**config.mk**
```make
export PLATFORM = sky130hd
export DESIGN_NAME = drd_box
export DESIGN_NICKNAME = d
export VERILOG_FILES = /design/src/drd_pkg.sv /design/src/drd_box.sv
export SDC_FILE = /design/constraint.sdc
export NUM_CORES = 2
export LEC_CHECK = 0
export BUFFER_PORTS_ARGS = -buffer_cell sky130_fd_sc_hd__buf_2
export CORE_MARGIN = 2
export CORE_UTILIZATION = 55
export CTS_BUF_LIST = sky130_fd_sc_hd__clkbuf_2
export CTS_CLUSTER_DIAMETER = 50
export CTS_CLUSTER_SIZE = 14
export DETAILED_ROUTE_END_ITERATION = 10
export PLACE_DENSITY = 0.73
export SLEW_MARGIN = 25
export SYNTH_ARGS = -nofsm -noshare
export SYNTH_HDL_FRONTEND = slang
export SYNTH_SLANG_ARGS = --single-unit
```
**constraint.sdc**
```tcl
create_clock -name clk -period 15.4 [get_ports clk]
set_input_delay 4.62 -clock clk [delete_from_list [all_inputs] [get_ports clk]]
set_output_delay 4.62 -clock clk [all_outputs]
set_load 0.02 [all_outputs]
```
**src/drd_pkg.sv**
```systemverilog
package drd_pkg;

    localparam int CLASS_COUNT  = 80;
    localparam int NETWORK_SIZE = 640;
    localparam int BOX_VALUES   = 4;
    localparam int MIN_SIDE     = 10;

    localparam int VALUE_W     = 24;
    localparam int FRAME_W     = 13;
    localparam int CONF_W      = 16;
    localparam int COORD_W     = 12;
    localparam int CLASS_IDX_W = 7;
    localparam int CFG_INDEX_W = 2;
    localparam int CFG_DATA_W  = 16;

    localparam int FRAME_MAX    = 4096;
    localparam int FRAME_RESET  = 640;
    localparam int THRESH_RESET = 19661;

    localparam logic [CFG_INDEX_W-1:0] REG_FRAME_WIDTH    = 2'd0;
    localparam logic [CFG_INDEX_W-1:0] REG_FRAME_HEIGHT   = 2'd1;
    localparam logic [CFG_INDEX_W-1:0] REG_CONF_THRESHOLD = 2'd2;

    // row element positions
    localparam int POS_TOTAL = BOX_VALUES + CLASS_COUNT;
    localparam int POS_W     = $clog2(POS_TOTAL + 1);
    localparam int EL_CX     = 0;
    localparam int EL_CY     = 1;
    localparam int EL_W      = 2;
    localparam int EL_H      = 3;
    localparam int CLS_W     = ($clog2(CLASS_COUNT) > CLASS_IDX_W) ?
                               $clog2(CLASS_COUNT) : CLASS_IDX_W;

    localparam logic signed [VALUE_W-1:0] LOGIT_MIN = {1'b1, {(VALUE_W-1){1'b0}}};

    // sigmoid table lookup
    localparam int SIG_FRAC_W = 11;
    localparam int SIG_IDX_W  = 4;
    localparam int SIG_PROD_W = CONF_W + SIG_FRAC_W;
    localparam int SIG_ROUND  = 1024;
    localparam logic [CONF_W-1:0] SIG_SAT = 16'd65514;

    // box scaling: value * frame / (NETWORK_SIZE * 4096), split into 2^k * odd
    localparam int NUM_W = VALUE_W + 2;
    localparam int FWS_W = FRAME_W + 1;
    localparam int PL_W  = NUM_W + FWS_W;
    localparam int PW_W  = VALUE_W + FWS_W;
    localparam int MAG_W = 37;

    function automatic int trailing_zeros(longint n);
        longint m;
        int k;
        m = n;
        k = 0;
        for (int i = 0; i < 62; i++)
        begin
            if (m != 0 && m[0] == 1'b0)
            begin
                m = m >>> 1;
                k = k + 1;
            end
        end
        return k;
    endfunction

    localparam longint SCALE_DIV   = longint'(NETWORK_SIZE) * 4096;
    localparam int     DIV_SHIFT   = trailing_zeros(SCALE_DIV);
    localparam longint DIV_ODD     = SCALE_DIV >>> DIV_SHIFT;
    localparam int     QN_W        = MAG_W - DIV_SHIFT;
    localparam int     ODD_LOG     = $clog2(DIV_ODD);
    localparam int     RECIP_SHIFT = QN_W + ODD_LOG;
    localparam longint RECIP       = ((longint'(1) <<< RECIP_SHIFT) + DIV_ODD - 1) / DIV_ODD;
    localparam int     RECIP_W     = $clog2(RECIP + 1);
    localparam int     PRODQ_W     = QN_W + RECIP_W;
    localparam int     CMP_W       = (QN_W > FRAME_W) ? QN_W : FRAME_W;

    // result packing
    localparam int IN_TDATA_W     = ((VALUE_W + 7) / 8) * 8;
    localparam int OUT_CLS_LSB    = 0;
    localparam int OUT_CONF_LSB   = OUT_CLS_LSB + CLASS_IDX_W;
    localparam int OUT_LEFT_LSB   = OUT_CONF_LSB + CONF_W;
    localparam int OUT_TOP_LSB    = OUT_LEFT_LSB + COORD_W;
    localparam int OUT_WIDTH_LSB  = OUT_TOP_LSB + COORD_W;
    localparam int OUT_HEIGHT_LSB = OUT_WIDTH_LSB + FRAME_W;
    localparam int OUT_FIELDS_W   = OUT_HEIGHT_LSB + FRAME_W;
    localparam int OUT_TDATA_W    = ((OUT_FIELDS_W + 7) / 8) * 8;
    localparam int OUT_PAD_W      = OUT_TDATA_W - OUT_FIELDS_W;

    typedef struct packed {
        logic signed [VALUE_W-1:0] cx;
        logic signed [VALUE_W-1:0] cy;
        logic signed [VALUE_W-1:0] rw;
        logic signed [VALUE_W-1:0] rh;
        logic signed [VALUE_W-1:0] logit;
        logic [CLS_W-1:0]          cls;
        logic                      has_logit;
    } row_t;

    typedef struct packed {
        logic s2;
        logic s3;
        logic s4;
        logic s5;
    } pipe_en_t;

    typedef struct packed {
        logic [CLS_W-1:0]  cls;
        logic [CONF_W-1:0] conf;
        logic              pass;
    } score_t;

    typedef struct packed {
        logic [COORD_W-1:0] left;
        logic [COORD_W-1:0] top;
        logic [QN_W-1:0]    wq;
        logic [QN_W-1:0]    hq;
    } box_t;

    function automatic logic [CONF_W-1:0] sig_entry(logic [SIG_IDX_W:0] idx);
        logic [CONF_W-1:0] s;
        case (idx)
            5'd0:    s = 16'd32768;
            5'd1:    s = 16'd40793;
            5'd2:    s = 16'd47911;
            5'd3:    s = 16'd53581;
            5'd4:    s = 16'd57724;
            5'd5:    s = 16'd60565;
            5'd6:    s = 16'd62428;
            5'd7:    s = 16'd63615;
            5'd8:    s = 16'd64357;
            5'd9:    s = 16'd64816;
            5'd10:   s = 16'd65097;
            5'd11:   s = 16'd65269;
            5'd12:   s = 16'd65374;
            5'd13:   s = 16'd65438;
            5'd14:   s = 16'd65476;
            5'd15:   s = 16'd65500;
            default: s = SIG_SAT;
        endcase
        return s;
    endfunction

    function automatic logic [FRAME_W-1:0] frame_clamp(logic [FRAME_W-1:0] f);
        logic [FRAME_W-1:0] r;
        if (f == '0)
            r = FRAME_W'(1);
        else if (f > FRAME_W'(FRAME_MAX))
            r = FRAME_W'(FRAME_MAX);
        else
            r = f;
        return r;
    endfunction

endpackage

```
**src/drd_box.sv**
```systemverilog
module drd_box
    import drd_pkg::*;
(
    input  logic               clk,
    input  pipe_en_t           en,
    input  row_t               ev,
    input  logic [FRAME_W-1:0] frame_w,
    input  logic [FRAME_W-1:0] frame_h,
    output box_t               box
);

    localparam logic [RECIP_W-1:0] RECIP_C = RECIP_W'(RECIP);

    // stage 2: scaled numerators
    logic signed [PL_W-1:0] pl2_reg;
    logic signed [PL_W-1:0] pt2_reg;
    logic signed [PW_W-1:0] pw2_reg;
    logic signed [PW_W-1:0] ph2_reg;

    // stage 3: magnitudes after the power-of-two part of the divide
    logic [QN_W-1:0] ml3_reg, mt3_reg, mw3_reg, mh3_reg;
    logic            nl3_reg, nt3_reg, nw3_reg, nh3_reg;

    // stage 4: reciprocal products for the odd part of the divide
    logic [PRODQ_W-1:0] ql4_reg, qt4_reg, qw4_reg, qh4_reg;
    logic               nl4_reg, nt4_reg, nw4_reg, nh4_reg;

    box_t box_reg;

    logic signed [NUM_W-1:0] nx, ny;
    logic signed [FWS_W-1:0] fws, fhs;
    logic signed [PL_W-1:0]  pl, pt;
    logic signed [PW_W-1:0]  pw, ph;
    logic [PL_W-1:0]         abs_l, abs_t;
    logic [PW_W-1:0]         abs_w, abs_h;
    logic [QN_W-1:0]         ql, qt, qw, qh;
    logic [FRAME_W-1:0]      fw_m1, fh_m1;

    always_comb
    begin
        nx  = {ev.cx[VALUE_W-1], ev.cx, 1'b0} - {{2{ev.rw[VALUE_W-1]}}, ev.rw};
        ny  = {ev.cy[VALUE_W-1], ev.cy, 1'b0} - {{2{ev.rh[VALUE_W-1]}}, ev.rh};
        fws = $signed({1'b0, frame_w});
        fhs = $signed({1'b0, frame_h});
        pl  = nx * fws;
        pt  = ny * fhs;
        pw  = $signed(ev.rw) * fws;
        ph  = $signed(ev.rh) * fhs;

        abs_l = pl2_reg[PL_W-1] ? PL_W'(-pl2_reg) : PL_W'(pl2_reg);
        abs_t = pt2_reg[PL_W-1] ? PL_W'(-pt2_reg) : PL_W'(pt2_reg);
        abs_w = pw2_reg[PW_W-1] ? PW_W'(-pw2_reg) : PW_W'(pw2_reg);
        abs_h = ph2_reg[PW_W-1] ? PW_W'(-ph2_reg) : PW_W'(ph2_reg);

        ql = QN_W'(ql4_reg >> RECIP_SHIFT);
        qt = QN_W'(qt4_reg >> RECIP_SHIFT);
        qw = QN_W'(qw4_reg >> RECIP_SHIFT);
        qh = QN_W'(qh4_reg >> RECIP_SHIFT);

        fw_m1 = frame_w - FRAME_W'(1);
        fh_m1 = frame_h - FRAME_W'(1);
    end

    always_ff @(posedge clk)
    begin
        if (en.s2)
        begin
            pl2_reg <= pl;
            pt2_reg <= pt;
            pw2_reg <= pw;
            ph2_reg <= ph;
        end
        if (en.s3)
        begin
            ml3_reg <= QN_W'(MAG_W'(abs_l) >> (DIV_SHIFT + 1));
            mt3_reg <= QN_W'(MAG_W'(abs_t) >> (DIV_SHIFT + 1));
            mw3_reg <= QN_W'(MAG_W'(abs_w) >> DIV_SHIFT);
            mh3_reg <= QN_W'(MAG_W'(abs_h) >> DIV_SHIFT);
            nl3_reg <= pl2_reg[PL_W-1];
            nt3_reg <= pt2_reg[PL_W-1];
            nw3_reg <= pw2_reg[PW_W-1];
            nh3_reg <= ph2_reg[PW_W-1];
        end
        if (en.s4)
        begin
            ql4_reg <= ml3_reg * RECIP_C;
            qt4_reg <= mt3_reg * RECIP_C;
            qw4_reg <= mw3_reg * RECIP_C;
            qh4_reg <= mh3_reg * RECIP_C;
            nl4_reg <= nl3_reg;
            nt4_reg <= nt3_reg;
            nw4_reg <= nw3_reg;
            nh4_reg <= nh3_reg;
        end
        if (en.s5)
        begin
            // edges: negative goes to zero, far side to frame - 1
            if (nl4_reg)
                box_reg.left <= '0;
            else if (CMP_W'(ql) > CMP_W'(fw_m1))
                box_reg.left <= COORD_W'(fw_m1);
            else
                box_reg.left <= COORD_W'(ql);
            if (nt4_reg)
                box_reg.top <= '0;
            else if (CMP_W'(qt) > CMP_W'(fh_m1))
                box_reg.top <= COORD_W'(fh_m1);
            else
                box_reg.top <= COORD_W'(qt);
            // sides: at least one pixel, upper bound applied at the output
            box_reg.wq <= (nw4_reg || qw == '0) ? QN_W'(1) : qw;
            box_reg.hq <= (nh4_reg || qh == '0) ? QN_W'(1) : qh;
        end
    end

    assign box = box_reg;

endmodule

```
**After elaboration in Yosys (flattened, before gate mapping)**

Index checks and enable logic that the tools add are counted.

- Bits in latches: 0
- Bits in registers: 442
- Memories kept: 0
- Input bits: 159
- ROM bits: 0
- Bits in writable memories: 0

- Multiplexer cells: 6
- Bitwise logic cells: 0
- $mul: 8
- $add $sub $neg: 8
- Shifts and indexed selects: 0
- Equality and inequality tests: 0
- Reductions and logical operators: 4
- Magnitude comparators: 2
- Divide/modulo/power cells: 0

Operator list:

| kind | count |
|---|---|
| $mux 37 | 4 |
| $neg 37->37 | 4 |
| $mul 26x14->40 | 2 |
| $mul 24x14->38 | 2 |
| $mul 18x19->37 const B | 2 |
| $mul 17x19->36 const B | 2 |
| $sub 25x24->26 | 2 |
| $logic_not 18->1 | 2 |
| $gt 16x13->1 | 2 |
| $sub 13x1->13 const B | 2 |
| $mux 12 | 2 |
| $logic_or 1x1->1 | 2 |

**Longest topological paths before layout**

- Depth in word-level cells: 3
- Gate-level depth with buffers: 37

**Worst setup path after synthesis**

OpenSTA, ideal clock, no wires.

- Path type: in2reg
- Start: input ev[66] (netlist name)
- End: register pl2_reg[36] (data pin)
- Arrival time: 12.452 ns
- Setup time: 0.266 ns
- Path slack: 2.682 ns
- Data required time: 15.134 ns
- Stages on the path: 34
- Cells stage by stage: clkbuf_1 inv_1 ha_1 a211o_1 or4_1 o31ai_1 a211o_1 o311ai_0 a31o_2 a21oi_1 o21ai_0 xor2_1 clkbuf_1 nand2_1 fa_1 fa_1 inv_1 fa_1 fa_1 fa_1 inv_1 fa_1 inv_1 ha_1 inv_1 o21bai_1 a21oi_1 nor2_1 a211oi_1 nor4b_1 nor3_1 a21o_1 o41ai_1 xnor2_1

- Cells in the longest elaborated chain, start to end: 2

RTL lines:

| item | line | text |
|---|---|---|
| start: declaration | drd_box.sv:6 | `input row_t ev,` |
| $sub 25x24->26 | drd_box.sv:41 | `nx = {ev.cx[VALUE_W-1], ev.cx, 1'b0} - {{2{ev.rw[VALUE_W-1]}}, ev.rw};` |
| $mul 26x14->40 | drd_box.sv:45 | `pl = nx * fws;` |
| named net pl[36] | drd_box.sv:32 | `logic signed [PL_W-1:0] pl, pt;` |
| end signal: assignment | drd_box.sv:68 | `pl2_reg <= pl;` |
| end: declaration | drd_box.sv:15 | `logic signed [PL_W-1:0] pl2_reg;` |

The timed path passes the listed nets, and every way through them passes these cells.
A chain may end at the register's enable or synchronous reset.

**Final worst setup path**

- Start: input ev[33] (netlist name)
- End: register pt2_reg[36] (data pin)

- Cells in the longest elaborated chain, start to end: 2

RTL lines:

| item | line | text |
|---|---|---|
| $sub 25x24->26 | drd_box.sv:42 | `ny = {ev.cy[VALUE_W-1], ev.cy, 1'b0} - {{2{ev.rh[VALUE_W-1]}}, ev.rh};` |
| $mul 26x14->40 | drd_box.sv:46 | `pt = ny * fhs;` |
| named net pt[36] | drd_box.sv:32 |  |
| end signal: assignment | drd_box.sv:69 | `pt2_reg <= pt;` |
| end: declaration | drd_box.sv:16 | `logic signed [PL_W-1:0] pt2_reg;` |

The timed path passes the listed nets, and every way through them passes these cells.

==> results_dict.tcl <==
set metrics [dict create \
    hold_violations 0 \
    core_area_um2 144000 \
    routedWlPerCell_um 17.9 \
    gp_congestion 0.928 \
    start_util_pct 55.5 \
    hp-class "flop to flop" \
    via_count 54812 \
    io_buffers 182 \
    cts_buffer_depth 3 \
    grt_util_all_layers_pct 25.4 \
    drt-total-wl_um 181000 \
    maxCapViolCount 0 \
    synthArstFlopShare_pct 0 \
    cts_buffers 47 \
    ys_types 83 \
    multi_input_area_um2 61200 \
    synth_ff_type "edfxtp_1" \
    start_kind "primary input" \
    die-height_um 385 \
    nFillCells 12265 \
    dpl.hpwl_um 149000 \
    clk_pin_slew_worst_paths_ns 0.24 \
    fin_skew_ns 0.121 \
    slew_violations 0 \
    setup_viol 0 \
    area_delta_synth_final_pct 4.26 \
    drive_gt1_share_pct 4.66 \
    numClockSinks 346 \
    drtIter0Drc 2938 \
    grt_pass1_wl_um 301000 \
    drc 0 \
    drt.antenna.violating_nets 0 \
    synth_seq_cells 346 \
    cts_root_buf "clkbuf_2" \
    io_pins 219 \
    slew_headroom_pct 30.9 \
    rows 139 \
    critPathSlowestCell "xor2_1" \
    grt_max_degree 67 \
    fmax_mhz 76.3 \
    clock_latency_ns 1.26 \
    post-route-min-period_ns 13.10 \
    vias_per_cell 5.42 \
    syn_area_um2 79800 \
    grt_antenna_before_repair 15 \
    placed_cells 10030 \
    cts_tree "yes" \
    cp.arrival_ns 14.02 \
    synthCells 8148 \
    ctsResizeCount 0 \
    ys_warn_count 0 \
    crit_path_frequent_cell "fa_1" \
    cts_setup_buffers 0 \
    critPathCaptureType "flop" \
    critPathMaxStageDelay_ns 0.63 \
    h-tree-depth 2 \
    synth_edf_count 346 \
    cp_max_fo 13 \
    syn_area_per_cell_um2 9.80 \
    largest_reg_flops 56 \
    fin_tns_setup_ns 0 \
    tightestPinTransition_ns 1.04 \
    die_area_um2 148000 \
    final_cell_mix "inv_1 (1934), fa_1 (1580), ha_1 (941)" \
    die_w_um 385 \
    final_cells 10121 \
    cp_data_required_time_ns 16.32 \
    drtPass1Iterations 7 \
    seq_area_um2 10400 \
    grt_pass1_vias 59634 \
    mostFrequentLayoutCell "inv_1" \
    fin_util_pct 57.9 \
    yosysSeqAreaShare_pct 13.0 \
    crit_buf_inv 7 \
    crit_family "adder cells" \
    crit_type "primary input to flop" \
    status "completed" \
    grt_overflow_total 0 \
    final.period_utilization_pct 85.1 \
    nNetsFinal 10856 \
    rsz0062_at_grt "no" \
    holdBufCountCts 0 \
]
## layout make-up
| cell class | instances | share of cell area [%] |
|---|---|---|
| Clock inverter | 35 | 0.370 |
| Inverter | 1936 | 8.73 |
| Clock buffer | 49 | 0.295 |
| Sequential cell | 346 | 12.5 |
| Antenna cell | 7 | 0.0210 |
| Tap cell | 1903 | 2.86 |
| Timing Repair Buffer | 256 | 1.78 |
| Multi-Input combinational cell | 5589 | 73.5 |
## cell usage after synthesis, types with 41 or more instances
library cell  instances  area (um^2)
nand3_1              46          230
nand2b_1             52          325
o21ai_0             137          686
nor3_1               58          290
ha_1                941        11800
a21oi_1             198          991
nor2b_1              62          388
inv_1              1934         7260
clkbuf_1            266          998
xor2_1               74          648
o21a_1               41          308
xnor2_1             274         2400
and2_1              547         3420
fa_1               1580        31600
edfxtp_1            346        10400
a211oi_1             43          323
nor4_1               42          263
a21o_1              106          796
nand2_1             760         2850
nor2_1              282         1060
## path summary, 6_finish.rpt
kind / start / end / slack [ns] / cells past startpoint
max: ev[33] / pt2_reg[36] / 2.30 / 35
min: nl3_reg / nl4_reg / 0.46 / 0
max reg2reg: mw3_reg[9] / qw4_reg[36] / 8.47 / 21
min reg2reg: nl3_reg / nl4_reg / 0.46 / 0
## metal layers
layer,part of all wire (%),global-route usage (%),vias to the layer above
met5,0.023,0,-
met2,49,43.6,1560
met1,42,33.8,27921
li1,-,-,25071
met3,6.1,3.47,254
met4,2.7,6.77,6
## cell families (layout without fill, tap and decap cells)
| kind of cell | Yosys count | count (layout) | share of synthesized area [%] |
|---|---|---|---|
| fa+ha+maj | 2521 | 2521 | 54.4 |
| other cells | 1 | 11 | 0.00470 |
| buf+inv | 2216 | 2276 | 10.4 |
| xor+xnor | 349 | 349 | 3.85 |
| mux | 7 | 7 | 0.0878 |
| flops | 346 | 346 | 13.0 |
| compound gates | 718 | 718 | 5.90 |
| simple gates | 1990 | 1990 | 12.3 |
## metrics by stage
stage | cell area, um^2 | setup WS [ns] | hold slack, ns
floorplan | 79900 | 2.68 | 0.400
global placement | 82600 | 1.47 | 0.401
detailed placement | 82700 | 1.32 | 0.411
CTS | 83200 | 2.60 | 0.460
global route | 83200 | 1.90 | 0.488
finish | 83200 | 2.30 | 0.462
Power is left out: the tool's default activity adds up to more than one toggle a clock period on the data nets, which glitch-free logic cannot reach.
