**src/drd_pkg.sv**
```systemverilog
package drd_pkg;

    localparam int CLASS_COUNT  = 80;
    localparam int NETWORK_SIZE = 640;
    localparam int BOX_VALUES   = 4;
    localparam int MIN_SIDE     = 10;

    localparam int VALUE_W     = 24;
    localparam int FRAME_W     = 13;
    localparam int CONF_W      = 16;
    localparam int COORD_W     = 12;
    localparam int CLASS_IDX_W = 7;
    localparam int CFG_INDEX_W = 2;
    localparam int CFG_DATA_W  = 16;

    localparam int FRAME_MAX    = 4096;
    localparam int FRAME_RESET  = 640;
    localparam int THRESH_RESET = 19661;

    localparam logic [CFG_INDEX_W-1:0] REG_FRAME_WIDTH    = 2'd0;
    localparam logic [CFG_INDEX_W-1:0] REG_FRAME_HEIGHT   = 2'd1;
    localparam logic [CFG_INDEX_W-1:0] REG_CONF_THRESHOLD = 2'd2;

    // row element positions
    localparam int POS_TOTAL = BOX_VALUES + CLASS_COUNT;
    localparam int POS_W     = $clog2(POS_TOTAL + 1);
    localparam int EL_CX     = 0;
    localparam int EL_CY     = 1;
    localparam int EL_W      = 2;
    localparam int EL_H      = 3;
    localparam int CLS_W     = ($clog2(CLASS_COUNT) > CLASS_IDX_W) ?
                               $clog2(CLASS_COUNT) : CLASS_IDX_W;

    localparam logic signed [VALUE_W-1:0] LOGIT_MIN = {1'b1, {(VALUE_W-1){1'b0}}};

    // sigmoid table lookup
    localparam int SIG_FRAC_W = 11;
    localparam int SIG_IDX_W  = 4;
    localparam int SIG_PROD_W = CONF_W + SIG_FRAC_W;
    localparam int SIG_ROUND  = 1024;
    localparam logic [CONF_W-1:0] SIG_SAT = 16'd65514;

    // box scaling: value * frame / (NETWORK_SIZE * 4096), split into 2^k * odd
    localparam int NUM_W = VALUE_W + 2;
    localparam int FWS_W = FRAME_W + 1;
    localparam int PL_W  = NUM_W + FWS_W;
    localparam int PW_W  = VALUE_W + FWS_W;
    localparam int MAG_W = 37;

    function automatic int trailing_zeros(longint n);
        longint m;
        int k;
        m = n;
        k = 0;
        for (int i = 0; i < 62; i++)
        begin
            if (m != 0 && m[0] == 1'b0)
            begin
                m = m >>> 1;
                k = k + 1;
            end
        end
        return k;
    endfunction

    localparam longint SCALE_DIV   = longint'(NETWORK_SIZE) * 4096;
    localparam int     DIV_SHIFT   = trailing_zeros(SCALE_DIV);
    localparam longint DIV_ODD     = SCALE_DIV >>> DIV_SHIFT;
    localparam int     QN_W        = MAG_W - DIV_SHIFT;
    localparam int     ODD_LOG     = $clog2(DIV_ODD);
    localparam int     RECIP_SHIFT = QN_W + ODD_LOG;
    localparam longint RECIP       = ((longint'(1) <<< RECIP_SHIFT) + DIV_ODD - 1) / DIV_ODD;
    localparam int     RECIP_W     = $clog2(RECIP + 1);
    localparam int     PRODQ_W     = QN_W + RECIP_W;
    localparam int     CMP_W       = (QN_W > FRAME_W) ? QN_W : FRAME_W;

    // result packing
    localparam int IN_TDATA_W     = ((VALUE_W + 7) / 8) * 8;
    localparam int OUT_CLS_LSB    = 0;
    localparam int OUT_CONF_LSB   = OUT_CLS_LSB + CLASS_IDX_W;
    localparam int OUT_LEFT_LSB   = OUT_CONF_LSB + CONF_W;
    localparam int OUT_TOP_LSB    = OUT_LEFT_LSB + COORD_W;
    localparam int OUT_WIDTH_LSB  = OUT_TOP_LSB + COORD_W;
    localparam int OUT_HEIGHT_LSB = OUT_WIDTH_LSB + FRAME_W;
    localparam int OUT_FIELDS_W   = OUT_HEIGHT_LSB + FRAME_W;
    localparam int OUT_TDATA_W    = ((OUT_FIELDS_W + 7) / 8) * 8;
    localparam int OUT_PAD_W      = OUT_TDATA_W - OUT_FIELDS_W;

    typedef struct packed {
        logic signed [VALUE_W-1:0] cx;
        logic signed [VALUE_W-1:0] cy;
        logic signed [VALUE_W-1:0] rw;
        logic signed [VALUE_W-1:0] rh;
        logic signed [VALUE_W-1:0] logit;
        logic [CLS_W-1:0]          cls;
        logic                      has_logit;
    } row_t;

    typedef struct packed {
        logic s2;
        logic s3;
        logic s4;
        logic s5;
    } pipe_en_t;

    typedef struct packed {
        logic [CLS_W-1:0]  cls;
        logic [CONF_W-1:0] conf;
        logic              pass;
    } score_t;

    typedef struct packed {
        logic [COORD_W-1:0] left;
        logic [COORD_W-1:0] top;
        logic [QN_W-1:0]    wq;
        logic [QN_W-1:0]    hq;
    } box_t;

    function automatic logic [CONF_W-1:0] sig_entry(logic [SIG_IDX_W:0] idx);
        logic [CONF_W-1:0] s;
        case (idx)
            5'd0:    s = 16'd32768;
            5'd1:    s = 16'd40793;
            5'd2:    s = 16'd47911;
            5'd3:    s = 16'd53581;
            5'd4:    s = 16'd57724;
            5'd5:    s = 16'd60565;
            5'd6:    s = 16'd62428;
            5'd7:    s = 16'd63615;
            5'd8:    s = 16'd64357;
            5'd9:    s = 16'd64816;
            5'd10:   s = 16'd65097;
            5'd11:   s = 16'd65269;
            5'd12:   s = 16'd65374;
            5'd13:   s = 16'd65438;
            5'd14:   s = 16'd65476;
            5'd15:   s = 16'd65500;
            default: s = SIG_SAT;
        endcase
        return s;
    endfunction

    function automatic logic [FRAME_W-1:0] frame_clamp(logic [FRAME_W-1:0] f);
        logic [FRAME_W-1:0] r;
        if (f == '0)
            r = FRAME_W'(1);
        else if (f > FRAME_W'(FRAME_MAX))
            r = FRAME_W'(FRAME_MAX);
        else
            r = f;
        return r;
    endfunction

endpackage

```
**src/drd_row_acc.sv**
```systemverilog
module drd_row_acc
    import drd_pkg::*;
(
    input  logic               clk,
    input  logic               rst_n,
    input  logic               in_valid,
    output logic               in_ready,
    input  logic [VALUE_W-1:0] in_value,
    input  logic               in_last,
    output logic               ev_valid,
    input  logic               ev_ready,
    output row_t               ev
);

    logic                      s0_valid_reg, s0_valid_next;
    logic signed [VALUE_W-1:0] s0_value_reg;
    logic                      s0_last_reg;

    logic [POS_W-1:0]          pos_reg, pos_next;
    logic signed [VALUE_W-1:0] cx_reg, cx_next;
    logic signed [VALUE_W-1:0] cy_reg, cy_next;
    logic signed [VALUE_W-1:0] rw_reg, rw_next;
    logic signed [VALUE_W-1:0] rh_reg, rh_next;
    logic signed [VALUE_W-1:0] best_reg, best_next;
    logic [CLS_W-1:0]          cls_reg, cls_next;

    logic                      ev_valid_reg, ev_valid_next;
    row_t                      ev_reg;

    logic                      slot_free;
    logic                      consume;
    logic                      is_logit;
    logic                      take;
    logic [POS_W-1:0]          pos_inc;
    row_t                      row_n;

    always_comb
    begin
        slot_free = !ev_valid_reg || ev_ready;
        consume   = s0_valid_reg && (!s0_last_reg || slot_free);
        in_ready  = !s0_valid_reg || consume;

        is_logit = (pos_reg >= POS_W'(BOX_VALUES)) && (pos_reg < POS_W'(POS_TOTAL));
        take     = is_logit && ((pos_reg == POS_W'(BOX_VALUES)) || (s0_value_reg > best_reg));
        pos_inc  = (pos_reg < POS_W'(POS_TOTAL)) ? pos_reg + POS_W'(1) : pos_reg;

        row_n.cx        = (pos_reg == POS_W'(EL_CX)) ? s0_value_reg : cx_reg;
        row_n.cy        = (pos_reg == POS_W'(EL_CY)) ? s0_value_reg : cy_reg;
        row_n.rw        = (pos_reg == POS_W'(EL_W)) ? s0_value_reg : rw_reg;
        row_n.rh        = (pos_reg == POS_W'(EL_H)) ? s0_value_reg : rh_reg;
        row_n.logit     = take ? s0_value_reg : best_reg;
        row_n.cls       = take ? CLS_W'(pos_reg - POS_W'(BOX_VALUES)) : cls_reg;
        row_n.has_logit = pos_inc > POS_W'(BOX_VALUES);

        pos_next  = pos_reg;
        cx_next   = cx_reg;
        cy_next   = cy_reg;
        rw_next   = rw_reg;
        rh_next   = rh_reg;
        best_next = best_reg;
        cls_next  = cls_reg;
        if (consume)
        begin
            if (s0_last_reg)
            begin
                pos_next  = '0;
                cx_next   = '0;
                cy_next   = '0;
                rw_next   = '0;
                rh_next   = '0;
                best_next = LOGIT_MIN;
                cls_next  = '0;
            end
            else
            begin
                pos_next  = pos_inc;
                cx_next   = row_n.cx;
                cy_next   = row_n.cy;
                rw_next   = row_n.rw;
                rh_next   = row_n.rh;
                best_next = row_n.logit;
                cls_next  = row_n.cls;
            end
        end

        ev_valid_next = ev_valid_reg;
        if (slot_free)
            ev_valid_next = consume && s0_last_reg;

        s0_valid_next = s0_valid_reg;
        if (in_ready)
            s0_valid_next = in_valid;
    end

    always_ff @(posedge clk or negedge rst_n)
    begin
        if (!rst_n)
        begin
            s0_valid_reg <= 1'b0;
            ev_valid_reg <= 1'b0;
            pos_reg      <= '0;
            cx_reg       <= '0;
            cy_reg       <= '0;
            rw_reg       <= '0;
            rh_reg       <= '0;
            best_reg     <= LOGIT_MIN;
            cls_reg      <= '0;
        end
        else
        begin
            s0_valid_reg <= s0_valid_next;
            ev_valid_reg <= ev_valid_next;
            pos_reg      <= pos_next;
            cx_reg       <= cx_next;
            cy_reg       <= cy_next;
            rw_reg       <= rw_next;
            rh_reg       <= rh_next;
            best_reg     <= best_next;
            cls_reg      <= cls_next;
        end
    end

    always_ff @(posedge clk)
    begin
        if (in_ready)
        begin
            s0_value_reg <= $signed(in_value);
            s0_last_reg  <= in_last;
        end
        if (slot_free && consume && s0_last_reg)
            ev_reg <= row_n;
    end

    assign ev_valid = ev_valid_reg;
    assign ev       = ev_reg;

endmodule

```
**config.mk**
```make
export PLATFORM = sky130hd
export DESIGN_NAME = drd_row_acc
export DESIGN_NICKNAME = d
export VERILOG_FILES = /design/src/drd_pkg.sv /design/src/drd_row_acc.sv
export SDC_FILE = /design/constraint.sdc
export NUM_CORES = 1
export LEC_CHECK = 0
export BUFFER_PORTS_ARGS = -buffer_cell sky130_fd_sc_hd__clkbuf_2
export CAP_MARGIN = 5
export CORE_MARGIN = 2
export CORE_UTILIZATION = 45
export CTS_BUF_LIST = sky130_fd_sc_hd__clkbuf_8
export DETAILED_ROUTE_END_ITERATION = 10
export PLACE_DENSITY = 0.72
export SLEW_MARGIN = 20
export SYNTH_ARGS = -nofsm -noshare
export SYNTH_HDL_FRONTEND = slang
export SYNTH_SLANG_ARGS = --single-unit
```
**constraint.sdc**
```tcl
create_clock -name clk -period 21.6 [get_ports clk]
set_input_delay 4.32 -clock clk [delete_from_list [all_inputs] [get_ports clk]]
set_output_delay 4.32 -clock clk [all_outputs]
set_load 0.01 [all_outputs]
```
**Yosys cells after proc, flatten, opt, wreduce, memory -nomap -nowiden**

Index checks and enable logic that the tools add are counted.

- Flip-flop bits (word level): 289
- Latch bits: 0
- RAM bits: 0
- ROM bits: 0
- Bits of input ports: 29
- Output and inout port bits: 130
- Word-level logic and storage cells: 56
- Memories: 0

- Add/sub/neg operators: 2
- $mul: 0
- Divide/modulo/power cells: 0
- Magnitude comparators: 4
- Equal/unequal tests: 4
- Shift-type cells: 0
- Muxes and demuxes: 14
- Bitwise logic cells: 0
- Reduce and logical (&&, ||, !) cells: 14

Operators by type and width:

| cell | count |
|---|---|
| 2-to-1 mux 24 bit | 10 |
| 2-to-1 mux 7 bit | 4 |
| > comparator 24 bit | 1 |
| == test 7 x 2 -> 1 bit, second input constant | 2 |
| adder 7 x 1 -> 7 bit, second input constant | 1 |
| == test 7 x 1 -> 1 bit, second input constant | 1 |
| == test 7 x 3 -> 1 bit, second input constant | 1 |
| >= comparator 7 x 3 -> 1 bit, second input constant | 1 |
| > comparator 7 x 3 -> 1 bit, second input constant | 1 |
| logical NOT 7 bit | 1 |
| less-than comparator 7 bit, second input constant | 1 |
| subtractor 7 x 3 -> 7 bit, second input constant | 1 |
| logical AND 1 bit | 6 |
| logical OR 1 bit | 4 |
| logical NOT 1 bit | 3 |

**Logic depth before layout (Yosys ltp)**

Gate-level depths: netlist of run 1.

- Depth after elaboration: 6
- Mapped depth: 13
- Depth with buffers taken out: 9

**Worst setup path after synthesis of run 1**

Ideal clock, no wire load.

- Path kind: input port to flip-flop
- Start point: input ev_ready
- End point: register ev_reg, in the netlist ev[0], enable pin
- Library setup time: 0.619 ns
- Arrival: 10.377 ns
- Data required time: 20.981 ns
- Path slack: 10.604 ns
- Cell stages on the path: 6
- Path buffers: 3
- Cells stage by stage: or3_1 -> nand2_1 -> clkbuf_1 -> buf_2 -> buf_1 -> nor2_1

- Word-level cells in the longest chain between the ends: 5

Ends and longest elaborated chain:

| what | RTL line | RTL |
|---|---|---|
| from (decl) | drd_row_acc.sv:11 | `input logic ev_ready,` |
| logical OR 1 bit * | drd_row_acc.sv:39 | `slot_free = !ev_valid_reg \|\| ev_ready;` |
| logical OR 1 bit | drd_row_acc.sv:40 | `consume = s0_valid_reg && (!s0_last_reg \|\| slot_free);` |
| logical AND 1 bit | drd_row_acc.sv:40 |  |
| logical AND 1 bit * (2 in a row) | drd_row_acc.sv:130 | `if (slot_free && consume && s0_last_reg)` |
| to (signal assigned) | drd_row_acc.sv:131 | `ev_reg <= row_n;` |
| to (decl) | drd_row_acc.sv:28 | `row_t ev_reg;` |

Every way passes the cells marked *; elsewhere a longest branch is shown, timed or not.
A chain may end at the register's enable or synchronous reset.

**Worst setup path after layout of run 1**

- Start point: input ev_ready
- End point: output in_ready

- Word-level cells in the longest chain between the ends: 4

Ends and longest elaborated chain:

| what | RTL line | RTL |
|---|---|---|
| logical OR 1 bit | drd_row_acc.sv:39 |  |
| logical OR 1 bit | drd_row_acc.sv:40 |  |
| logical AND 1 bit | drd_row_acc.sv:40 |  |
| logical OR 1 bit | drd_row_acc.sv:41 | `in_ready = !s0_valid_reg \|\| consume;` |
| to (decl) | drd_row_acc.sv:7 | `output logic in_ready,` |

Every way passes these cells.

==> out/results.ini, run 1 <==
[run_status]
outcome = completed

[route]
antenna_left = 0
viasPerCell = 5.78
detailedRoute.firstPassIterationCount = 5
detailroute.via_count = 8148
routed_wl_mm = 29.8
drc = 0
initialDrtViolationCount = 730
wl_per_cell_um = 21.2

[layout]
syn2layout_area_growth_pct = 16.1
drive_gt1_frac = 0.348
largest_register_ffs = 128
fillers = 2273
finalNetCount = 1091
n_antenna_cell = 0

[global_route]
busiest_layer = met2
grt_usage = 0.205
grt_max_degree = 95
grt_use_met2 = 0.316
grt.overflow.total = 0
antenna_found_initial = 1
met3_usage = 0.0458
grt_pass1_vias = 8046
grt_pass1_wl_mm = 46.2
use_met1 = 0.292

[power]
p_int_w = 0.00108
power.clock.fraction = 0.308
swShare = 0.291
comb_power_share = 0.217
power.total_w = 0.00153
powerDensity_nw_per_um2 = 106
p_switching_w = 0.000444
vdd_drop_max_mv = 0.0570
seqPwrFrac = 0.475
power.leakage_nw = 6.38

[synth]
ys_seq_elements = 289
synth_ff_type = edfxtp_1
synthArstFlopShare = 0.471
synth_cells = 871
syn_area_per_cell_um2 = 14.3
ys_seq_area_frac = 0.642
yosysWarnings = 0
synth.net_count = 932
synth-edff-count = 153
ys_types = 52
syn_area_um2 = 12500

[critical_path]
cp_data_arrival_time_ns = 4.88
path_buf_inv = 2
setup.worst_path.start_class = input port
crit_fanout = 3
cp_top_family = buffers and inverters
reg2reg_depth = 8
path_common_cell = clkbuf_2
worstSetupPathType = in -> out
cpPeakStageDelay_ns = 0.25
endpoint_kind = output pin
required_ns = 17.28
worstSetupStartpoint = ev_ready
r2r-end = ev[31]
cp_cell_sequence = clkbuf_2, nand4b_1, clkbuf_2
reg2reg_from = s0_value_reg[17]
crit_slowest_cell = nand4b_1
regToRegSetupSlack_ns = 17.27

[sta]
fin_skew_ns = 0.0192
setup_viol = 0
final-max-slew-violation-count = 0
final_hold_viol_count = 0
fmax_ghz = 0.109
final.setup.tns_ns = 0
layout_min_cycle_time_ns = 9.20
tightest_slew_ns = 1.09
rsz0062_at_grt = no
fin_crit_sh = 0.426
slew_headroom = 0.275

[placed_design]
dp_hpwl_mm = 17.7
globalplace.congestion = 0.792
io_buffers = 158

[clock_tree]
post_cts_buffers = 0
cts_root_buf = clkbuf_8
path_clk_slew_ns = 0.06
h-tree-depth = 2
clk_path_buf_depth = 3
cts_resized = 0
cts_tree = yes
hold_buffers = 0
clkLatencyLatePin_ns = 0.56
cts.sinks = 289
cts_buffers = 48

[worst_hold_path]
hold_path_depth = 1
min-delay-start = rw_reg[9]
min_path_type = reg -> reg
min_to = rw_reg[9]

[floorplanning]
core_um2 = 27000
die_w_um = 170
fp-row-count = 60
die_h_um = 170
io_pins = 159
die_area_um2 = 29000
start_util = 0.461

[job]
drv_cap = 0

[cell families after synthesis]
| family | share of synthesized area |
|---|---|
| adder cells (fa/ha/maj) | 0.0322 |
| buffers and inverters | 0.0323 |
| AND/OR/NAND/NOR | 0.0538 |
| multiplexers | 0.116 |
| XOR/XNOR | 0.00281 |
| AO/OA/AOI/OAI | 0.120 |
| flip-flops | 0.642 |
[cell type report]
cell class	count	area (um2)	share of cell area
Clock buffer	56	771	0.0533
Clock inverter	32	164	0.0113
Inverter	32	120	0.00831
Multi-Input combinational cell	487	4070	0.282
Sequential cell	289	8000	0.553
Tap cell	341	427	0.0295
Timing Repair Buffer	172	902	0.0624
[metrics by stage]
stage	worst slack, ns	util	cell area (um2)	cells	hold slack [ns]
after floorplan	10.60	-	12500	871	0.467
after global placement	12.34	0.500	13500	1321	0.481
after detailed placement	12.34	0.500	13500	1321	0.485
after CTS	12.33	0.535	14500	1409	0.503
after global routing	12.31	0.535	14500	1409	0.519
final	12.40	0.535	14500	1409	0.499
[how the worst max path moves through the flow]
stage / to / slack (ns) / cells after the start
2_1_floorplan: ev[0] / 10.60 / 6
3_3_place_gp: in_ready / 12.34 / 3
6_report: in_ready / 12.40 / 3
3_5_place_dp: in_ready / 12.34 / 3
5_1_grt: in_ready / 12.31 / 3
4_1_cts: in_ready / 12.33 / 3
[cells in the final DEF (no fill, tap or decap), types with 3 or more instances in the layout]
cell	n
nor3_1	5
edfxtp_1	153
mux2_2	104
o211ai_1	3
clkbuf_2	157
clkinv_2	7
nor2_1	37
nand4_1	9
dfrtp_1	135
a21oi_1	11
xor2_1	3
mux2_4	17
o21ai_0	33
and2_1	6
clkbuf_8	56
a22o_1	96
nand3_1	31
nand2_1	27
o21ai_1	3
a41oi_1	21
buf_4	14
o22ai_1	8
nor2b_1	7
inv_1	47
clkinv_1	7
ha_1	32
[Yosys cell counts, types with 5 or more instances]
master / count / area share
buf_6: 5 / 0.0045
nor2_1: 39 / 0.012
a41oi_1: 21 / 0.015
buf_2: 6 / 0.0024
ha_1: 32 / 0.032
o22ai_1: 8 / 0.0040
nand2_1: 28 / 0.0084
nand4_1: 9 / 0.0045
edfxtp_1: 153 / 0.37
dfrtp_1: 135 / 0.27
nand3_1: 31 / 0.012
a21oi_1: 11 / 0.0044
clkbuf_1: 50 / 0.015
nor3_1: 5 / 0.0020
inv_1: 32 / 0.0096
mux2_4: 17 / 0.020
a22o_1: 96 / 0.068
nor2b_1: 7 / 0.0035
mux2_2: 104 / 0.094
and2_1: 6 / 0.0030
o21ai_0: 33 / 0.013
[power by group through the flow]
stage	registers [W]	logic, W	clock network (W)
final	0.000726	0.000332	0.000471
after global routing	0.000735	0.000364	0.000505
after CTS	0.000726	0.000333	0.000480
after detailed placement	0.000736	0.000330	0
after global placement	0.000733	0.000322	0
after floorplan	0.000735	0.000232	0
[layer usage]
layer	routed length (um)	share of wire
met1	13200	0.44
met2	13600	0.46
met3	2270	0.076
met4	654	0.022
met5	0	0
No activity file was read; power rests on OpenSTA's default activity.
==> inputs of run 2 (changes only) <==
PLACE_DENSITY = 0.74   (was 0.72)
clock period = 7.6 ns   (was 21.6 ns; I/O delays follow)
==> run 2 against run 1 <==
Cell count fell by 0.21%. Worst setup slack got worse by 9.1 ns. Wire length fell by 0.80%. Via count fell by 1.8%. Critical path type is now reg -> reg. Die area did not move. Non-clock buffer count fell by 1. Global-route usage fell by 0.34 points. Sequential cell count did not move. Largest power group unchanged.
==> out/results.ini, run 2 (same netlist as run 1, synthesis figures left out) <==
[run_status]
outcome = completed  ; unchanged

[power]
p_int_w = 0.00303  ; was 0.00108 W
powerDensity_nw_per_um2 = 297  ; was 106 nW/um2
vdd_drop_max_mv = 0.195  ; was 0.0570 mV
power.clock.fraction = 0.296  ; was 0.308
seqPwrFrac = 0.481  ; was 0.475
swShare = 0.292  ; was 0.291
comb_power_share = 0.222  ; was 0.217
p_switching_w = 0.00125  ; was 0.000444 W
power.leakage_nw = 6.35  ; was 6.38 nW

[critical_path]
worstSetupPathType = reg -> reg  ; was in -> out
reg2reg_from = s0_value_reg[17]  ; unchanged
cp_cell_sequence = ha_1, a21o_1, nand3_1, a21oi_1, a2111oi_2, a31o_1, nand3_1, mux2_2  ; was clkbuf_2, nand4b_1, clkbuf_2
r2r-end = ev[26]  ; was ev[31]
cp_data_arrival_time_ns = 4.55  ; was 4.88 ns
required_ns = 7.89  ; was 17.28 ns
endpoint_kind = flip-flop  ; was output pin
crit_slowest_cell = a31o_1  ; was nand4b_1
setup.worst_path.start_class = flip-flop  ; was input port
crit_fanout = 25  ; was 3
cpPeakStageDelay_ns = 0.95  ; was 0.25 ns
regToRegSetupSlack_ns = 3.34  ; was 17.27 ns
path_common_cell = nand3_1  ; was clkbuf_2
reg2reg_depth = 8  ; unchanged

[sta]
final-max-slew-violation-count = 0  ; unchanged
rsz0062_at_grt = no  ; unchanged
fin_skew_ns = 0.0195  ; was 0.0192 ns
tightest_slew_ns = 1.08  ; was 1.09 ns
fin_crit_sh = 0.561
layout_min_cycle_time_ns = 4.26
setup_viol = 0  ; unchanged
slew_headroom = 0.277  ; was 0.275
final_hold_viol_count = 0  ; unchanged
final.setup.tns_ns = 0  ; unchanged
worst_slack_ns = 3.34  ; was 12.40 ns
fmax_ghz = 0.235

[layout]
finalNetCount = 1088  ; was 1,091
stdcell_area_um2 = 14400  ; was 14,500 um2
largest_register_ffs = 128  ; unchanged
fillers = 2239  ; was 2,273
mostFrequentLayoutCells = clkbuf_2 (157), edfxtp_1 (153), dfrtp_1 (134)  ; was clkbuf_2 (157), edfxtp_1 (153), dfrtp_1 (135)
final_common_cell = clkbuf_2  ; unchanged
syn2layout_area_growth_pct = 15.7  ; was 16.1%
n_antenna_cell = 0  ; unchanged
stdcell_count = 1406  ; was 1,409
drive_gt1_frac = 0.345  ; was 0.348

[route]
routed_wl_mm = 29.6  ; was 29.8 mm
viasPerCell = 5.69  ; was 5.78
wl_per_cell_um = 21.0  ; was 21.2 um
detailedRoute.firstPassIterationCount = 5  ; unchanged
antenna_left = 0  ; unchanged
initialDrtViolationCount = 672  ; was 730
drc = 0  ; unchanged
detailroute.via_count = 8003  ; was 8,148

[job]
drv_cap = 0  ; unchanged

[clock_tree]
cts_root_buf = clkbuf_8  ; unchanged
cts_resized = 0  ; unchanged
clkLatencyLatePin_ns = 0.56  ; about the same
post_cts_buffers = 0  ; unchanged
clk_path_buf_depth = 3  ; unchanged
cts.sinks = 289  ; unchanged
cts_tree = yes  ; unchanged
h-tree-depth = 2  ; unchanged
cts_buffers = 46  ; was 48
hold_buffers = 0  ; unchanged
path_clk_slew_ns = 0.06  ; about the same

[global_route]
grt_pass1_vias = 7792  ; was 8,046
grt_pass1_wl_mm = 45.0  ; was 46.2 mm
use_met1 = 0.294  ; was 0.292
grt_use_met2 = 0.300  ; was 0.316
busiest_layer = met2  ; unchanged
grt_usage = 0.202  ; was 0.205
grt.overflow.total = 0  ; unchanged
met3_usage = 0.0484  ; was 0.0458
antenna_found_initial = 0  ; was 1
grt_max_degree = 84  ; was 95

[placed_design]
globalplace.congestion = 0.833  ; was 0.792
dpl_cell_area_um2 = 13500  ; about the same
dp.cells = 1320  ; was 1,321
pre_cts_ws_ns = 3.20  ; was 12.34 ns
io_buffers = 158  ; unchanged
dp_hpwl_mm = 18.0  ; was 17.7 mm

[worst_hold_path]
min-delay-start = cx_reg[16]  ; was rw_reg[9]
hold_path_depth = 1  ; unchanged
min_to = cx_reg[16]  ; was rw_reg[9]
min_path_type = reg -> reg  ; unchanged

[floorplanning]
die_area_um2 = 29000  ; unchanged
die_w_um = 170  ; unchanged
start_util = 0.461  ; unchanged
fp-row-count = 60  ; unchanged
die_h_um = 170  ; unchanged
io_pins = 159  ; unchanged
core_um2 = 27000  ; unchanged

==> run 2: layout make-up <==
cell class | count | area [um2] | share of cell area
clock buffers | 55 | 757 | 0.0525
clock inverters | 31 | 133 | 0.00920
inverters | 32 | 120 | 0.00834
multi-input cells | 487 | 4070 | 0.283
flip-flops and latches | 289 | 8000 | 0.555
well taps | 341 | 427 | 0.0296
repair buffers | 171 | 898 | 0.0623
==> run 2: critical path, delay by kind of cell (launching register included) <==
family	cells	cell delay (ns)
and+or+nand+nor	2	0.85
adders and majority gates	1	0.37
AOI/OAI and AO/OA	4	1.74
muxes	1	0.52
DFF	1	0.53
==> run 2: stage by stage <==
stage           util  total power, W  hold WS, ns
5_1_grt        0.533         0.00450        0.511
6_report       0.533         0.00428        0.500
3_5_place_dp   0.500         0.00304        0.485
3_3_place_gp   0.500         0.00301        0.481
4_1_cts        0.533         0.00432        0.502
2_1_floorplan      -         0.00274        0.467
==> run 2: power by group through the flow <==
| stage | sequential, W | combinational [W] | clock [W] |
|---|---|---|---|
| after CTS | 0.00206 | 0.000956 | 0.00130 |
| after detailed placement | 0.00209 | 0.000950 | 0 |
| after global placement | 0.00208 | 0.000925 | 0 |
| final | 0.00206 | 0.000952 | 0.00127 |
| after global routing | 0.00209 | 0.00105 | 0.00137 |
| after floorplan | 0.00209 | 0.000659 | 0 |
==> run 2: metal layers <==
metal	wire, um	share of wire	up-vias
li1	-	-	3623
met3	2330	0.079	65
met5	0	0	-
met2	12900	0.44	345
met4	810	0.027	0
met1	13500	0.46	3970
==> run 2: worst max-delay path by stage <==
stage | from | to | slack [ns] | cells past startpoint
finish | s0_value_reg[17] | ev[26] | 3.34 | 8
global route | s0_value_reg[17] | ev[26] | 3.13 | 8
CTS | s0_value_reg[17] | ev[26] | 3.37 | 8
detailed placement | ev_ready | cy_reg[12] | 3.20 | 7
global placement | ev_ready | rw_reg[6] | 3.25 | 7
floorplan | ev_ready | ev[0] | 1.58 | 6
==> inputs of run 3 (changes only) <==
clock period = 3.6 ns   (was 7.6 ns; I/O delays follow)
==> run 3 against run 2 <==
Clock skew is 0.0063 ns higher. Cell area is 1.5% higher. Global-route usage is 1.5 points higher. Combinational power is 120% higher. Count of clock-buffer cells in the layout is 1 lower. Clock power is 130% higher.
==> out/results.ini, run 3 (same netlist as run 1, synthesis figures left out) <==
[floorplanning]
start_util = 0.461  ; unchanged
core_um2 = 27000  ; unchanged
die_area_um2 = 29000  ; unchanged
die_h_um = 170  ; unchanged
io_pins = 159  ; unchanged
die_w_um = 170  ; unchanged
fp-row-count = 60  ; unchanged

[clock_tree]
cts_buffers = 48  ; was 46
h-tree-depth = 2  ; unchanged
cts_resized = 0  ; unchanged
cts_root_buf = clkbuf_8  ; unchanged
cts_tree = yes  ; unchanged
hold_buffers = 0  ; unchanged
cts.sinks = 289  ; unchanged
clk_path_buf_depth = 3  ; unchanged
path_clk_slew_ns = 0.06  ; about the same
post_cts_buffers = 0  ; unchanged
clkLatencyLatePin_ns = 0.57  ; was 0.56 ns

[sta]
setup_viol = 0  ; unchanged
tightest_slew_ns = 0.977  ; was 1.08 ns
slew_headroom = 0.348  ; was 0.277
rsz0062_at_grt = no  ; unchanged
timing.hold.ws_ns = 0.239  ; was 0.500 ns
final_hold_viol_count = 0  ; unchanged
layout_min_cycle_time_ns = 3.33  ; was 4.26 ns
fin_crit_sh = 0.924  ; was 0.561
worst_slack_ns = 0.274  ; was 3.34 ns
fin_skew_ns = 0.0258  ; was 0.0195 ns
fmax_ghz = 0.301  ; was 0.235 GHz
final-max-slew-violation-count = 0  ; unchanged

[critical_path]
reg2reg_from = s0_value_reg[17]  ; unchanged
regToRegSetupSlack_ns = 0.27  ; was 3.34 ns
cp-endpoint = ev[5]  ; was ev[26]
worstSetupPathType = reg -> reg  ; unchanged
crit_slowest_cell = nand3_1  ; was a31o_1
required_ns = 3.90  ; was 7.89 ns
path_common_cell = nand3_1  ; unchanged
cpPeakStageDelay_ns = 0.53  ; was 0.95 ns
endpoint_kind = flip-flop  ; unchanged
crit_fanout = 13  ; was 25
cp_cell_sequence = ha_1, a21o_1, nand3_1, a21oi_1, a2111oi_2, a31o_1, nand3_1, mux2_2  ; unchanged
reg2reg_depth = 8  ; unchanged
worstSetupStartpoint = s0_value_reg[17]  ; unchanged
setup.worst_path.start_class = flip-flop  ; unchanged
cp_data_arrival_time_ns = 3.63  ; was 4.55 ns
r2r-end = ev[5]  ; was ev[26]

[power]
swShare = 0.289  ; was 0.292
vdd_drop_max_mv = 0.391  ; was 0.195 mV
comb_power_share = 0.220  ; was 0.222
power.total_w = 0.00932  ; was 0.00428 W
power.leakage_nw = 6.48  ; was 6.35 nW
powerDensity_nw_per_um2 = 638  ; was 297 nW/um2
p_int_w = 0.00663  ; was 0.00303 W
power.clock.fraction = 0.313  ; was 0.296
seqPwrFrac = 0.467  ; was 0.481
p_switching_w = 0.00270  ; was 0.00125 W

[layout]
stdcell_area_um2 = 14600  ; was 14,400 um2
seq_area_um2 = 8000  ; about the same
syn2layout_area_growth_pct = 17.4  ; was 15.7%
largest_register_ffs = 128  ; unchanged
finalNetCount = 1105  ; was 1,088
final_common_cell = clkbuf_2  ; unchanged
drive_gt1_frac = 0.355  ; was 0.345
n_antenna_cell = 0  ; unchanged
multi_input_area_um2 = 4070  ; unchanged
mostFrequentLayoutCells = clkbuf_2 (157), edfxtp_1 (153), dfrtp_1 (135)  ; was clkbuf_2 (157), edfxtp_1 (153), dfrtp_1 (134)
fillers = 2260  ; was 2,239

[placed_design]
dpl_cell_area_um2 = 13700  ; was 13,500 um2
io_buffers = 158  ; unchanged
dp_hpwl_mm = 19.1  ; was 18.0 mm
pre_cts_ws_ns = 0.331  ; was 3.20 ns
globalplace.congestion = 0.828  ; was 0.833

[global_route]
grt.overflow.total = 0  ; unchanged
grt_max_degree = 88  ; was 84
antenna_found_initial = 1  ; was 0
grt_pass1_vias = 8230  ; was 7,792
grt_usage = 0.217  ; was 0.202
grt_pass1_wl_mm = 47.9  ; was 45.0 mm

[run_status]
outcome = completed  ; unchanged

[job]
drv_cap = 0  ; unchanged

[route]
drc = 0  ; unchanged
wl_per_cell_um = 22.0  ; was 21.0 um
initialDrtViolationCount = 944  ; was 672
routed_wl_mm = 31.3  ; was 29.6 mm
detailedRoute.firstPassIterationCount = 5  ; unchanged
detailroute.via_count = 8284  ; was 8,003
viasPerCell = 5.82  ; was 5.69
antenna_left = 0  ; unchanged

[worst_hold_path]
min_path_type = in -> async  ; was reg -> reg

[run 3: through the flow]
step / std cells / setup TNS, ns / utilization
after floorplan: 871 / -0.520 / -
after global placement: 1335 / 0 / 0.505
after detailed placement: 1335 / 0 / 0.505
after CTS: 1424 / 0 / 0.541
after global routing: 1424 / 0 / 0.541
final: 1424 / 0 / 0.541
[run 3: critical path, delay by kind of cell (launching register included)]
kind	cells	cell delay, ns
compound gates	4	1.10
fa+ha+maj	1	0.36
flops	1	0.51
mux	1	0.49
simple gates	2	0.60
[run 3: layout make-up]
cell class | count | share of cell area
Sequential cell | 289 | 0.547
Multi-Input combinational cell | 487 | 0.279
Timing Repair Buffer | 186 | 0.0706
Clock buffer | 54 | 0.0508
Tap cell | 341 | 0.0292
Clock inverter | 35 | 0.0154
Inverter | 32 | 0.00822
[run 3: per-layer routing]
| layer | wire [um] | up-vias | track usage |
|---|---|---|---|
| met5 | 13 | - | 0 |
| met2 | 14300 | 346 | 0.331 |
| met1 | 14000 | 4230 | 0.308 |
| li1 | - | 3654 | - |
| met4 | 671 | 2 | 0.0643 |
| met3 | 2450 | 52 | 0.0547 |
[run 3: worst min path at each step]
| stage | startpoint | end | cells past startpoint |
|---|---|---|---|
| finish | rst_n | pos_reg[3] | 1 |
| global route | rst_n | pos_reg[6] | 1 |
| CTS | rst_n | pos_reg[3] | 1 |
| detailed placement | rh_reg[20] | rh_reg[20] | 1 |
| global placement | rh_reg[8] | rh_reg[8] | 1 |
| floorplan | rst_n | best_reg[0] | 0 |
[run 3: power groups by stage]
| stage | clock network (W) | logic [W] | registers, W |
|---|---|---|---|
| floorplan | 0 | 0.00140 | 0.00440 |
| global placement | 0 | 0.00197 | 0.00440 |
| detailed placement | 0 | 0.00203 | 0.00440 |
| CTS | 0.00297 | 0.00206 | 0.00435 |
| global route | 0.00313 | 0.00226 | 0.00440 |
| finish | 0.00291 | 0.00206 | 0.00435 |
